File: config.mk
export PLATFORM = sky130hd
export DESIGN_NAME = line_raster_to_serpentine_leds_flat
export DESIGN_NICKNAME = d
export VERILOG_FILES = /design/src/rtl/lrsl_pkg.sv /design/src/rtl/lrsl_if.sv /design/src/rtl/lrsl_front.sv /design/src/rtl/lrsl_queue.sv /design/src/rtl/lrsl_back.sv /design/src/rtl/line_raster_to_serpentine_leds.sv /design/src/flat_wrapper.sv
export SDC_FILE = /design/constraint.sdc
export NUM_CORES = 1
export LEC_CHECK = 0
export BUFFER_PORTS_ARGS = -buffer_cell sky130_fd_sc_hd__buf_2
export CORE_MARGIN = 8
export CORE_UTILIZATION = 35
export DETAILED_ROUTE_END_ITERATION = 8
export PLACE_DENSITY_LB_ADDON = 0.25
export SYNTH_ARGS = -nofsm -noshare
export SYNTH_HDL_FRONTEND = slang
export SYNTH_SLANG_ARGS = --single-unit
File: constraint.sdc
create_clock -name clk -period 7.9 [get_ports clk]
set_clock_uncertainty 0.05 [all_clocks]
set_input_delay 0.395 -clock clk [delete_from_list [all_inputs] [get_ports clk]]
set_output_delay 0.395 -clock clk [all_outputs]
set_load 0.005 [all_outputs]
File: src/rtl/lrsl_pkg.sv
// package for the line rasterizer with serpentine led mapping
// holds field widths, register codes, the line descriptor and state types
// no dependencies
`timescale 1ns / 1ps
`default_nettype none

package lrsl_pkg;

  localparam int COORD_W = 6;
  localparam int DIM_W   = 7;
  localparam int COLOR_W = 16;
  localparam int INDEX_W = 12;
  localparam int ERR_W   = 8;
  localparam int QUEUE_DEPTH = 2;
  localparam int QPTR_W  = $clog2(QUEUE_DEPTH);
  localparam int QCNT_W  = $clog2(QUEUE_DEPTH + 1);

  // configuration register indexes
  typedef enum logic [0:0] {
    CFG_GRID_WIDTH  = 1'b0,
    CFG_GRID_HEIGHT = 1'b1
  } cfg_reg_t;

  localparam logic [DIM_W-1:0] GRID_WIDTH_RST  = 7'd15;
  localparam logic [DIM_W-1:0] GRID_HEIGHT_RST = 7'd10;

  // one line, already ordered along its major axis
  typedef struct packed {
    logic [COORD_W-1:0] maj_start;
    logic [COORD_W-1:0] maj_end;
    logic [COORD_W-1:0] min_start;
    logic [COORD_W-1:0] dmaj;
    logic [COORD_W-1:0] dmin;
    logic               min_dec;
    logic               steep;
    logic [COLOR_W-1:0] color;
  } line_desc_t;

  // handshake between queue and its neighbors
  typedef struct packed {
    logic push;
    logic full;
  } q_wr_t;

  typedef struct packed {
    logic pop;
    logic empty;
  } q_rd_t;

  typedef enum logic [0:0] {
    BK_IDLE = 1'b0,
    BK_DRAW = 1'b1
  } bk_state_t;

endpackage

`default_nettype wire

File: src/rtl/lrsl_if.sv
// channel interfaces: line requests in, pixel writes out
// depends on lrsl_pkg for field widths
`timescale 1ns / 1ps
`default_nettype none

interface lrsl_line_if;
  logic                           valid;
  logic                           ready;
  logic [lrsl_pkg::COORD_W-1:0]   start_x;
  logic [lrsl_pkg::COORD_W-1:0]   start_y;
  logic [lrsl_pkg::COORD_W-1:0]   end_x;
  logic [lrsl_pkg::COORD_W-1:0]   end_y;
  logic [lrsl_pkg::COLOR_W-1:0]   pixel_color;

  modport source (output valid, start_x, start_y, end_x, end_y, pixel_color, input ready);
  modport sink   (input valid, start_x, start_y, end_x, end_y, pixel_color, output ready);
endinterface

interface lrsl_pix_if;
  logic                           valid;
  logic                           ready;
  logic [lrsl_pkg::INDEX_W-1:0]   led_index;
  logic                           on_grid;
  logic [lrsl_pkg::COLOR_W-1:0]   write_color;
  logic                           last_pixel;

  modport source (output valid, led_index, on_grid, write_color, last_pixel, input ready);
  modport sink   (input valid, led_index, on_grid, write_color, last_pixel, output ready);
endinterface

`default_nettype wire

File: src/rtl/lrsl_front.sv
// front end: accepts a line request, swaps axes for steep lines, orders ends
// depends on lrsl_pkg and lrsl_line_if; feeds lrsl_queue
`timescale 1ns / 1ps
`default_nettype none

module lrsl_front (
  input  wire                   clk,
  input  wire                   rst_n,
  lrsl_line_if.sink             in_line,
  output lrsl_pkg::q_wr_t       q_wr,
  input  wire                   q_full,
  output lrsl_pkg::line_desc_t  q_desc
);

  logic                         desc_valid_r, desc_valid_nxt;
  lrsl_pkg::line_desc_t         desc_r;
  lrsl_pkg::line_desc_t         desc_nxt;
  logic [lrsl_pkg::COORD_W-1:0] adx, ady, a0, a1, b0, b1, min_end;
  logic                         steep, swap, take, push;

  assign push         = desc_valid_r && !q_full;
  assign in_line.ready = !desc_valid_r || !q_full;
  assign take         = in_line.valid && in_line.ready;

  // classify: steepness, axis swap and end ordering
  always_comb begin
    adx   = (in_line.start_x > in_line.end_x) ? in_line.start_x - in_line.end_x
                                              : in_line.end_x - in_line.start_x;
    ady   = (in_line.start_y > in_line.end_y) ? in_line.start_y - in_line.end_y
                                              : in_line.end_y - in_line.start_y;
    steep = ady > adx;
    a0    = steep ? in_line.start_y : in_line.start_x;
    b0    = steep ? in_line.start_x : in_line.start_y;
    a1    = steep ? in_line.end_y   : in_line.end_x;
    b1    = steep ? in_line.end_x   : in_line.end_y;
    swap  = a0 > a1;
    desc_nxt.maj_start = swap ? a1 : a0;
    desc_nxt.maj_end   = swap ? a0 : a1;
    desc_nxt.min_start = swap ? b1 : b0;
    min_end            = swap ? b0 : b1;
    desc_nxt.dmaj      = desc_nxt.maj_end - desc_nxt.maj_start;
    desc_nxt.dmin      = (desc_nxt.min_start > min_end) ? desc_nxt.min_start - min_end
                                                        : min_end - desc_nxt.min_start;
    desc_nxt.min_dec   = !(desc_nxt.min_start < min_end);
    desc_nxt.steep     = steep;
    desc_nxt.color     = in_line.pixel_color;
  end

  // holding stage in front of the queue
  always_comb begin
    desc_valid_nxt = desc_valid_r;
    if (take) begin
      desc_valid_nxt = 1'b1;
    end else if (push) begin
      desc_valid_nxt = 1'b0;
    end
  end

  always_ff @(posedge clk) begin
    if (!rst_n) begin
      desc_valid_r <= 1'b0;
    end else begin
      desc_valid_r <= desc_valid_nxt;
    end
  end

  always_ff @(posedge clk) begin
    if (take) begin
      desc_r <= desc_nxt;
    end
  end

  assign q_wr.push = push;
  assign q_wr.full = q_full;
  assign q_desc    = desc_r;

endmodule

`default_nettype wire

File: src/rtl/lrsl_queue.sv
// two-entry queue of line descriptors between front and back end
// depends on lrsl_pkg
`timescale 1ns / 1ps
`default_nettype none

module lrsl_queue (
  input  wire                   clk,
  input  wire                   rst_n,
  input  lrsl_pkg::q_wr_t       wr,
  input  lrsl_pkg::line_desc_t  wr_desc,
  output logic                  full,
  input  lrsl_pkg::q_rd_t       rd,
  output logic                  empty,
  output lrsl_pkg::line_desc_t  rd_desc
);

  lrsl_pkg::line_desc_t        entry_r [lrsl_pkg::QUEUE_DEPTH];
  logic [lrsl_pkg::QPTR_W-1:0] wr_ptr_r, wr_ptr_nxt;
  logic [lrsl_pkg::QPTR_W-1:0] rd_ptr_r, rd_ptr_nxt;
  logic [lrsl_pkg::QCNT_W-1:0] cnt_r, cnt_nxt;
  logic                        do_wr, do_rd;

  assign full    = cnt_r == lrsl_pkg::QCNT_W'(lrsl_pkg::QUEUE_DEPTH);
  assign empty   = cnt_r == '0;
  assign do_wr   = wr.push && !full;
  assign do_rd   = rd.pop && !empty;
  assign rd_desc = entry_r[rd_ptr_r];

  // pointer and fill count
  always_comb begin
    wr_ptr_nxt = wr_ptr_r;
    rd_ptr_nxt = rd_ptr_r;
    cnt_nxt    = cnt_r;
    if (do_wr) begin
      wr_ptr_nxt = (wr_ptr_r == lrsl_pkg::QPTR_W'(lrsl_pkg::QUEUE_DEPTH - 1)) ? '0
                                                                   : wr_ptr_r + 1'b1;
    end
    if (do_rd) begin
      rd_ptr_nxt = (rd_ptr_r == lrsl_pkg::QPTR_W'(lrsl_pkg::QUEUE_DEPTH - 1)) ? '0
                                                                   : rd_ptr_r + 1'b1;
    end
    if (do_wr && !do_rd) begin
      cnt_nxt = cnt_r + 1'b1;
    end else if (do_rd && !do_wr) begin
      cnt_nxt = cnt_r - 1'b1;
    end
  end

  always_ff @(posedge clk) begin
    if (!rst_n) begin
      wr_ptr_r <= '0;
      rd_ptr_r <= '0;
      cnt_r    <= '0;
    end else begin
      wr_ptr_r <= wr_ptr_nxt;
      rd_ptr_r <= rd_ptr_nxt;
      cnt_r    <= cnt_nxt;
    end
  end

  always_ff @(posedge clk) begin
    if (do_wr) begin
      entry_r[wr_ptr_r] <= wr_desc;
    end
  end

endmodule

`default_nettype wire

File: src/rtl/lrsl_back.sv
// back end: bresenham stepper, serpentine index mapping and output register
// depends on lrsl_pkg and lrsl_pix_if; pulls descriptors from lrsl_queue
`timescale 1ns / 1ps
`default_nettype none

module lrsl_back (
  input  wire                           clk,
  input  wire                           rst_n,
  input  wire [lrsl_pkg::DIM_W-1:0]     grid_width,
  input  wire [lrsl_pkg::DIM_W-1:0]     grid_height,
  input  wire                           q_empty,
  input  lrsl_pkg::line_desc_t          q_desc,
  output lrsl_pkg::q_rd_t               q_rd,
  lrsl_pix_if.source                    out_pix
);

  lrsl_pkg::bk_state_t            state_r, state_nxt;
  logic [lrsl_pkg::COORD_W-1:0]   maj_r, maj_end_r, min_r, dmaj_r, dmin_r;
  logic signed [lrsl_pkg::ERR_W-1:0] err_r;
  logic                           min_dec_r, steep_r;
  logic [lrsl_pkg::COLOR_W-1:0]   color_r;

  logic                           out_valid_r;
  logic [lrsl_pkg::INDEX_W-1:0]   led_index_r;
  logic                           on_grid_r, last_r;
  logic [lrsl_pkg::COLOR_W-1:0]   color_out_r;

  logic                           adv, last, pop, minor_step;
  logic signed [lrsl_pkg::ERR_W:0]   err_sum, err_sub;
  logic signed [lrsl_pkg::ERR_W+1:0] err_twice;
  logic [lrsl_pkg::ERR_W-1:0]     err_nxt;
  logic [lrsl_pkg::COORD_W-1:0]   px, py;
  logic                           on_grid;
  logic [lrsl_pkg::DIM_W-1:0]     mx;
  logic [lrsl_pkg::DIM_W:0]       col;
  logic [2*lrsl_pkg::DIM_W:0]     base, idx_full;
  logic [lrsl_pkg::INDEX_W-1:0]   led_index;

  assign adv  = (state_r == lrsl_pkg::BK_DRAW) && (!out_valid_r || out_pix.ready);
  assign last = maj_r == maj_end_r;
  assign pop  = !q_empty && ((state_r == lrsl_pkg::BK_IDLE) || (adv && last));

  assign q_rd.pop   = pop;
  assign q_rd.empty = q_empty;

  // next state
  always_comb begin
    state_nxt = state_r;
    unique case (state_r)
      lrsl_pkg::BK_IDLE: begin
        if (pop) begin
          state_nxt = lrsl_pkg::BK_DRAW;
        end
      end
      lrsl_pkg::BK_DRAW: begin
        if (adv && last && !pop) begin
          state_nxt = lrsl_pkg::BK_IDLE;
        end
      end
      default: state_nxt = lrsl_pkg::BK_IDLE;
    endcase
  end

  always_ff @(posedge clk) begin
    if (!rst_n) begin
      state_r <= lrsl_pkg::BK_IDLE;
    end else begin
      state_r <= state_nxt;
    end
  end

  // error accumulator, minor axis steps on a tie
  always_comb begin
    err_sum    = {err_r[lrsl_pkg::ERR_W-1], err_r} + $signed({3'b000, dmin_r});
    err_twice  = {err_sum, 1'b0};
    minor_step = err_twice >= $signed({4'b0000, dmaj_r});
    err_sub    = err_sum - $signed({3'b000, dmaj_r});
    err_nxt    = minor_step ? err_sub[lrsl_pkg::ERR_W-1:0] : err_sum[lrsl_pkg::ERR_W-1:0];
  end

  // stepper registers
  always_ff @(posedge clk) begin
    if (pop) begin
      maj_r     <= q_desc.maj_start;
      maj_end_r <= q_desc.maj_end;
      min_r     <= q_desc.min_start;
      dmaj_r    <= q_desc.dmaj;
      dmin_r    <= q_desc.dmin;
      min_dec_r <= q_desc.min_dec;
      steep_r   <= q_desc.steep;
      color_r   <= q_desc.color;
      err_r     <= '0;
    end else if (adv) begin
      maj_r <= maj_r + 1'b1;
      err_r <= err_nxt;
      if (minor_step) begin
        min_r <= min_dec_r ? min_r - 1'b1 : min_r + 1'b1;
      end
    end
  end

  // serpentine mapping: mirrored column, odd columns run backwards
  always_comb begin
    px       = steep_r ? min_r : maj_r;
    py       = steep_r ? maj_r : min_r;
    on_grid  = ({1'b0, px} < grid_width) && ({1'b0, py} < grid_height);
    mx       = grid_width - 7'd1 - {1'b0, px};
    col      = mx[0] ? {1'b0, mx} + 8'd1 : {1'b0, mx};
    base     = {7'd0, col} * {8'd0, grid_height};
    idx_full = mx[0] ? base - 15'd1 - {9'd0, py} : base + {9'd0, py};
    led_index = on_grid ? idx_full[lrsl_pkg::INDEX_W-1:0] : '0;
  end

  // output register
  always_ff @(posedge clk) begin
    if (!rst_n) begin
      out_valid_r <= 1'b0;
    end else if (adv) begin
      out_valid_r <= 1'b1;
    end else if (out_pix.ready) begin
      out_valid_r <= 1'b0;
    end
  end

  always_ff @(posedge clk) begin
    if (adv) begin
      led_index_r <= led_index;
      on_grid_r   <= on_grid;
      color_out_r <= color_r;
      last_r      <= last;
    end
  end

  assign out_pix.valid       = out_valid_r;
  assign out_pix.led_index   = led_index_r;
  assign out_pix.on_grid     = on_grid_r;
  assign out_pix.write_color = color_out_r;
  assign out_pix.last_pixel  = last_r;

endmodule

`default_nettype wire

File: src/rtl/line_raster_to_serpentine_leds.sv
// a line passes the front holding stage, a queue entry, the stepper registers
//   and the output register; one pixel per cycle while the output is not
//   stalled, set by the single bresenham stepper in the back end; a queued
//   line starts right after the previous last pixel
// reset: synchronous active-low rst_n clears handshakes and queue, grid 15x10
// top level: config registers, front end, descriptor queue, back end
`timescale 1ns / 1ps
`default_nettype none

module line_raster_to_serpentine_leds #(
  parameter int MAX_DIM = 64
) (
  input  wire                           clk,
  input  wire                           rst_n,
  lrsl_line_if.sink                     in_line,
  lrsl_pix_if.source                    out_pix,
  input  wire                           cfg_we,
  input  wire [0:0]                     cfg_index,
  input  wire [lrsl_pkg::DIM_W-1:0]     cfg_wdata
);

  logic [lrsl_pkg::DIM_W-1:0] grid_width_r, grid_height_r, cfg_sat;
  lrsl_pkg::q_wr_t            q_wr;
  lrsl_pkg::q_rd_t            q_rd;
  lrsl_pkg::line_desc_t       wr_desc, rd_desc;
  logic                       q_full, q_empty;

  // written values saturate to the largest grid dimension
  always_comb begin
    if (32'(cfg_wdata) > MAX_DIM) begin
      cfg_sat = lrsl_pkg::DIM_W'(MAX_DIM);
    end else begin
      cfg_sat = cfg_wdata;
    end
  end

  always_ff @(posedge clk) begin
    if (!rst_n) begin
      grid_width_r  <= lrsl_pkg::GRID_WIDTH_RST;
      grid_height_r <= lrsl_pkg::GRID_HEIGHT_RST;
    end else if (cfg_we) begin
      unique case (cfg_index)
        lrsl_pkg::CFG_GRID_WIDTH:  grid_width_r  <= cfg_sat;
        lrsl_pkg::CFG_GRID_HEIGHT: grid_height_r <= cfg_sat;
        default: ;
      endcase
    end
  end

  lrsl_front u_front (
    .clk     (clk),
    .rst_n   (rst_n),
    .in_line (in_line),
    .q_wr    (q_wr),
    .q_full  (q_full),
    .q_desc  (wr_desc)
  );

  lrsl_queue u_queue (
    .clk     (clk),
    .rst_n   (rst_n),
    .wr      (q_wr),
    .wr_desc (wr_desc),
    .full    (q_full),
    .rd      (q_rd),
    .empty   (q_empty),
    .rd_desc (rd_desc)
  );

  lrsl_back u_back (
    .clk         (clk),
    .rst_n       (rst_n),
    .grid_width  (grid_width_r),
    .grid_height (grid_height_r),
    .q_empty     (q_empty),
    .q_desc      (rd_desc),
    .q_rd        (q_rd),
    .out_pix     (out_pix)
  );

endmodule

`default_nettype wire

File: src/flat_wrapper.sv
// flat-port wrapper written by rule: the top's interface ports become plain ports
module line_raster_to_serpentine_leds_flat 
#(
  parameter int MAX_DIM = 64
)
  (clk, rst_n, cfg_we, cfg_index, cfg_wdata, in_line_valid, in_line_start_x, in_line_start_y, in_line_end_x, in_line_end_y, in_line_pixel_color, in_line_ready, out_pix_valid, out_pix_led_index, out_pix_on_grid, out_pix_write_color, out_pix_last_pixel, out_pix_ready);
  lrsl_line_if in_line_i ();
  lrsl_pix_if out_pix_i ();
  input  wire clk;
  input  wire rst_n;
  input  wire cfg_we;
  input  wire [0:0] cfg_index;
  input  wire [lrsl_pkg::DIM_W-1:0] cfg_wdata;
  input wire logic [$bits(in_line_i.valid)-1:0] in_line_valid;
  input wire logic [$bits(in_line_i.start_x)-1:0] in_line_start_x;
  input wire logic [$bits(in_line_i.start_y)-1:0] in_line_start_y;
  input wire logic [$bits(in_line_i.end_x)-1:0] in_line_end_x;
  input wire logic [$bits(in_line_i.end_y)-1:0] in_line_end_y;
  input wire logic [$bits(in_line_i.pixel_color)-1:0] in_line_pixel_color;
  output wire logic [$bits(in_line_i.ready)-1:0] in_line_ready;
  output wire logic [$bits(out_pix_i.valid)-1:0] out_pix_valid;
  output wire logic [$bits(out_pix_i.led_index)-1:0] out_pix_led_index;
  output wire logic [$bits(out_pix_i.on_grid)-1:0] out_pix_on_grid;
  output wire logic [$bits(out_pix_i.write_color)-1:0] out_pix_write_color;
  output wire logic [$bits(out_pix_i.last_pixel)-1:0] out_pix_last_pixel;
  input wire logic [$bits(out_pix_i.ready)-1:0] out_pix_ready;
  assign in_line_i.valid = in_line_valid;
  assign in_line_i.start_x = in_line_start_x;
  assign in_line_i.start_y = in_line_start_y;
  assign in_line_i.end_x = in_line_end_x;
  assign in_line_i.end_y = in_line_end_y;
  assign in_line_i.pixel_color = in_line_pixel_color;
  assign in_line_ready = in_line_i.ready;
  assign out_pix_valid = out_pix_i.valid;
  assign out_pix_led_index = out_pix_i.led_index;
  assign out_pix_on_grid = out_pix_i.on_grid;
  assign out_pix_write_color = out_pix_i.write_color;
  assign out_pix_last_pixel = out_pix_i.last_pixel;
  assign out_pix_i.ready = out_pix_ready;
  line_raster_to_serpentine_leds #(.MAX_DIM(MAX_DIM)) u_core (.clk(clk), .rst_n(rst_n), .in_line(in_line_i), .out_pix(out_pix_i), .cfg_we(cfg_we), .cfg_index(cfg_index), .cfg_wdata(cfg_wdata));
endmodule
# Yosys cells after proc, flatten, opt, wreduce, memory -nomap -nowiden
# Memories as Yosys holds them, arrays and structs flattened. A register that Yosys moved wholly into a read port is not among the register bits.
# Cells that the tools add are included.
[totals] output_inout_bits=32 input_bits=53 ram_bits=96 word_cells=136 reg_bits=155 n_memories=1
[classes] mux=38 n_mul=1 reduce_logical=31 n_lt_le_gt_ge=10 addsub=22 bitwise_logic=2 n_eq_ne=2
[memory_table] memory="u_core.u_queue.entry_r" words=2 word_bits=48 read_ports=1 rd_ports_with_merged_regs=1 write_ports=1 line="lrsl_queue.sv:17" text="lrsl_pkg::line_desc_t entry_r [lrsl_pkg::QUEUE_DEPTH];"
[ops] cell="$mux 6" count=19
[ops] cell="$sub 6x6->6" count=7
[ops] cell="$gt 6x6->1" count=5
[ops] cell="$mux 8" count=2
[ops] cell="$lt 6x7->1" count=2
[ops] cell="$add 12x6->12" count=1
[ops] cell="$add 6x1->6 const B" count=2
[ops] cell="$mul 8x7->12" count=1
[ops] cell="$mux 1" count=12
[ops] cell="$mux 12" count=1
[ops] cell="$sub 12x1->12 const B" count=1
[ops] cell="$sub 12x6->12" count=1
[ops] cell="$logic_and 1x1->1" count=11
[ops] cell="$ge 10x7->1" count=1
[ops] cell="$reduce_bool 2->1" count=5
[ops] cell="$add 8x7->9" count=1
[ops] cell="$add 7x1->8 const B" count=1
[ops] cell="$logic_not 1->1" count=8
[ops] cell="$sub 8x7->8" count=1
[ops] cell="$gt 7x7->1 const B" count=1
[ops] cell="$mux 7" count=1
[ops] cell="$sub 7x1->7 const B" count=1
[ops] cell="$sub 7x6->7" count=1
[ops] cell="$eq 6x6->1" count=1
[ops] cell="other kinds (12)" count=19

# Logic depth before layout (Yosys ltp)
[logic_depth] word_depth=10 mapped_depth=44 ltp_nobuf=39

# Cells and area by module
# Synthesis repeated with hierarchy kept, for this count alone.
[unflattened] cells_unflattened=1291 area_unflattened_um2=15133.3
[by_module_without_submodules] mod="lrsl_back" area_each_um2=6552.5 seq_area_each_um2=2542.4 instances=1 cells_each=608
[by_module_without_submodules] mod="lrsl_front" area_each_um2=4337.9 seq_area_each_um2=1461.4 instances=1 cells_each=449
[by_module_without_submodules] mod="lrsl_queue" area_each_um2=3697.3 seq_area_each_um2=2982.9 instances=1 cells_each=174
[by_module_without_submodules] mod="line_raster_to_serpentine_leds" area_each_um2=545.5 seq_area_each_um2=280.3 instances=1 cells_each=60

# Least setup slack after synthesis
# Ideal clock, no wire load.
[synth_timing] kind="in2reg" startpoint="input in_line_start_y[0]" endpoint="register u_core.u_front.desc_r (netlist bit u_core.u_front.q_desc[23]), data pin" required_ns=7.583 t_arrival_ns=7.670 setup_ns=0.267 slack_ns=-0.087 cell_stages=41 cell_sequence="inv_1 ha_1 inv_1 fa_1 a21o_1 a21o_1 a21o_1 a21oi_1 a31oi_1 a211oi_1 a21oi_1 xor2_1 ha_1 and4_1 o21a_1 o31ai_4 buf_4 clkbuf_1 (+5 left out) a21oi_1 a21oi_1 o21ai_2 buf_2 buf_1 a211oi_1 nor2_1 inv_1 fa_1 a21o_1 a21o_1 a21o_1 a21oi_1 inv_1 a21boi_0 nor4_1 a31oi_1 nand4b_1"
[synth_rtl] element="start: declaration" line="flat_wrapper.sv:16" text="input wire logic [$bits(in_line_i.start_y)-1:0] in_line_start_y;"
[synth_rtl] element="end signal: assignment" line="lrsl_front.sv:69" text="desc_r <= desc_nxt;"
[synth_rtl] element="end: declaration" line="lrsl_front.sv:16" text="lrsl_pkg::line_desc_t desc_r;"

==> results.cfg <==
[job]
max_cap_violations = 0

[floorplan]
die_x_um = 222
rows = 75
core-area_mm2 = 0.0419
die-area_mm2 = 0.0493
start_util = 0.354
die_h_um = 222
io_pins = 85

[synth]
synth-seq-cells = 252
synth_top_flop_cell = edfxtp_1
yosysSeqAreaShare = 0.489
synthDistinctLibCells = 74
synth_area_mm2 = 0.0149
syn-num-nets = 1486
yosys_warnings = 0
synth_edf_count = 222
synthCells = 1279
synthArstFlopShare = 0
synth.avg_cell_area_um2 = 11.6

[cts]
post_cts.repair.setup_buffers = 0
numCtsBuffers = 27
clkTransAtPathRegs_ns = 0.06
clock-root-buffer = clkbuf_16
clockBufferDepth = 3
cts-htree-levels = 1
tritoncts = done
clock_sinks = 252
clock_latency_ns = 0.55

[global_route]
grt_pass1_vias = 9971
overflow = 0
grt_max_degree = 68
antenna_found_initial = 0
grt_pass1_wl_um = 51400
groute.usage.overall = 0.126

[timing]
finalSetupViolCount = 0
hold_viol = 0
fin_crit_sh = 0.934
max-slew-margin-rel = 0.427
finalHoldWorstSlack_ns = 0.0528
slew_violations = 0
worst_pin_slew_ns = 0.860
fin_crit_ns = 7.38
max_freq_ghz = 0.136
rsz0062_at_grt = no

[critical_path]
start_kind = primary input
crit_fanout = 35
cp_slowest_cell = fa_1
cp.required_ns = 8.14
critical_path_class = primary input to register
max_stage_delay_ns = 0.46
r2r_cells = 27
arrival_ns = 7.61
endpoint_kind = register
crit_top_cell = a21o_1

[cells_and_area]
fin_cells = 1974
num_antenna_cells = 0
synthToLayoutAreaGrowth_pct = 15.7
drive_above_1_share = 0.164
nNetsFinal = 1621

[drt]
wire_per_inst_um = 15.8
vias_per_cell = 4.86
ant_nets = 0
drtIter0Drc = 438
wl_um = 31200
firstDrtPassIters = 5
dr_total_vias = 9603
route.detailed.drc = 0

[place]
io_buffers = 84
dp_cells = 1908
gp_congestion = 0.871
hpwl_um = 23100

[min_path]
hold_depth = 3
min_path_type = primary input to register

[outcome]
outcome = finished clean
routing by layer:
metal / wire length (µm) / global-route usage / vias up
li1: - / - / 4837
met1: 14400 / 0.159 / 4595
met2: 15200 / 0.222 / 138
met3: 1110 / 0.0188 / 33
met4: 539 / 0.0319 / 0
met5: 0 / 0 / -
placed cells by master, fill, tap and decap left out, types with 7 or more instances in the layout:
| cell type | netlist | routed |
|---|---|---|
| a211oi_1 | 21 | 21 |
| a21boi_0 | 9 | 8 |
| a21o_1 | 35 | 35 |
| a21oi_1 | 76 | 75 |
| and2_1 | 25 | 24 |
| buf_2 | 5 | 84 |
| buf_4 | 1 | 40 |
| clkbuf_16 | 0 | 27 |
| clkinv_1 | 1 | 9 |
| dfxtp_1 | 30 | 29 |
| dlygate4sd3_1 | 0 | 16 |
| edfxtp_1 | 222 | 222 |
| fa_1 | 34 | 34 |
| ha_1 | 120 | 120 |
| inv_1 | 136 | 135 |
| mux2_2 | 40 | 40 |
| mux2i_1 | 57 | 55 |
| nand2_1 | 75 | 75 |
| nand2b_1 | 19 | 19 |
| nand3_1 | 21 | 21 |
| nor2_1 | 83 | 82 |
| nor2b_1 | 14 | 14 |
| nor3_1 | 12 | 12 |
| nor3b_1 | 8 | 8 |
| o211ai_1 | 18 | 18 |
| o21a_1 | 10 | 9 |
| o21ai_0 | 22 | 22 |
| o21bai_1 | 7 | 7 |
| xnor2_1 | 44 | 44 |
| xor2_1 | 21 | 21 |
Yosys cell counts, types with 3 or more instances:
library cell / instances / area share
a211o_1: 4 / 0.0024
a211oi_1: 21 / 0.011
a21boi_0: 9 / 0.0045
a21o_1: 35 / 0.018
a21oi_1: 76 / 0.026
a31oi_1: 5 / 0.0021
and2_1: 25 / 0.011
and4_1: 4 / 0.0024
buf_1: 6 / 0.0015
buf_2: 5 / 0.0017
clkbuf_1: 23 / 0.0058
dfxtp_1: 30 / 0.040
edfxtp_1: 222 / 0.45
fa_1: 34 / 0.046
ha_1: 120 / 0.10
inv_1: 136 / 0.034
mux2_2: 40 / 0.030
mux2i_1: 57 / 0.038
nand2_1: 75 / 0.019
nand2b_1: 19 / 0.0080
nand3_1: 21 / 0.0071
nand3b_1: 5 / 0.0025
nand4_1: 4 / 0.0017
nor2_1: 83 / 0.021
nor2b_1: 14 / 0.0059
nor3_1: 12 / 0.0040
nor3b_1: 8 / 0.0040
nor4_1: 3 / 0.0013
nor4b_1: 3 / 0.0018
o211ai_1: 18 / 0.0091
o21a_1: 10 / 0.0051
o21ai_0: 22 / 0.0074
o21ai_1: 3 / 0.0010
o21bai_1: 7 / 0.0035
o31ai_1: 3 / 0.0015
or2_2: 6 / 0.0025
or3_1: 5 / 0.0021
xnor2_1: 44 / 0.026
xor2_1: 21 / 0.012
kinds of logic after synthesis:
logic type / synth area share
and+or+nand+nor: 0.101
DFF: 0.489
AOI/OAI and AO/OA: 0.107
buffers and inverters: 0.0441
adders and majority gates: 0.147
muxes: 0.0720
xor gates and xnor gates: 0.0398
final cells by class:
type / instances / area, µm²
clock inverter: 21 / 180
fill: 4020 / 24800
timing repair buffer: 141 / 901
multi-input combinational: 855 / 6970
tap: 539 / 674
clock buffer: 29 / 683
inverter: 137 / 514
sequential: 252 / 7270
timing repair:
action / in CTS / in global routing
gates resized for setup: 0 / 5
endpoints found under the setup margin: 0 / 2
hold buffers: 16 / 0
endpoints found under the hold margin: 16 / 0
path summary, 6_finish.rpt:
kind	to	startpoint	slack [ns]
max	u_core.u_front.q_desc[23]	in_line_start_y[0]	0.52
min	u_core.u_front.desc_valid_r	in_line_valid	0.05
max reg2reg	u_core.u_back.out_pix.led_index[11]	u_core.u_back.steep_r	0.52
min reg2reg	u_core.u_back.out_pix.write_color[4]	u_core.u_back.color_r[4]	0.37
per-stage QoR:
step | TNS [ns] | setup slack, ns | area (µm²) | utilization
after detailed placement | -0.152 | -0.0874 | 16200 | 0.385
after CTS | 0 | 0.474 | 17200 | 0.410
after global routing | 0 | 0.0159 | 17200 | 0.410
after global placement | 0 | 0.115 | 16200 | 0.385
after floorplan | 0 | 0.0322 | 14900 | -
final | 0 | 0.522 | 17200 | 0.410
critical path, delay by kind of cell:
| family | cells | cell delay [ns] |
|---|---|---|
| compound gates | 18 | 3.41 |
| simple gates | 5 | 0.65 |
| mux | 1 | 0.29 |
| fa+ha+maj | 5 | 1.67 |
| xor+xnor | 1 | 0.17 |
| buf+inv | 8 | 1.02 |
flip-flops by register name (all words and copies together) (netlist names), 7 cells and up, named ones only:
signal and count:
u_core.u_back.out_pix.led_index 12, u_core.grid_width_r 7, u_core.u_queue.entry_r 96, u_core.u_back.color_r 16
u_core.u_front.q_desc 48, u_core.grid_height_r 7, u_core.u_back.err_r 8, u_core.u_back.out_pix.write_color 16
Power is left out: the tool's default activity adds up to more than one toggle a clock period on the data nets, which glitch-free logic cannot reach.
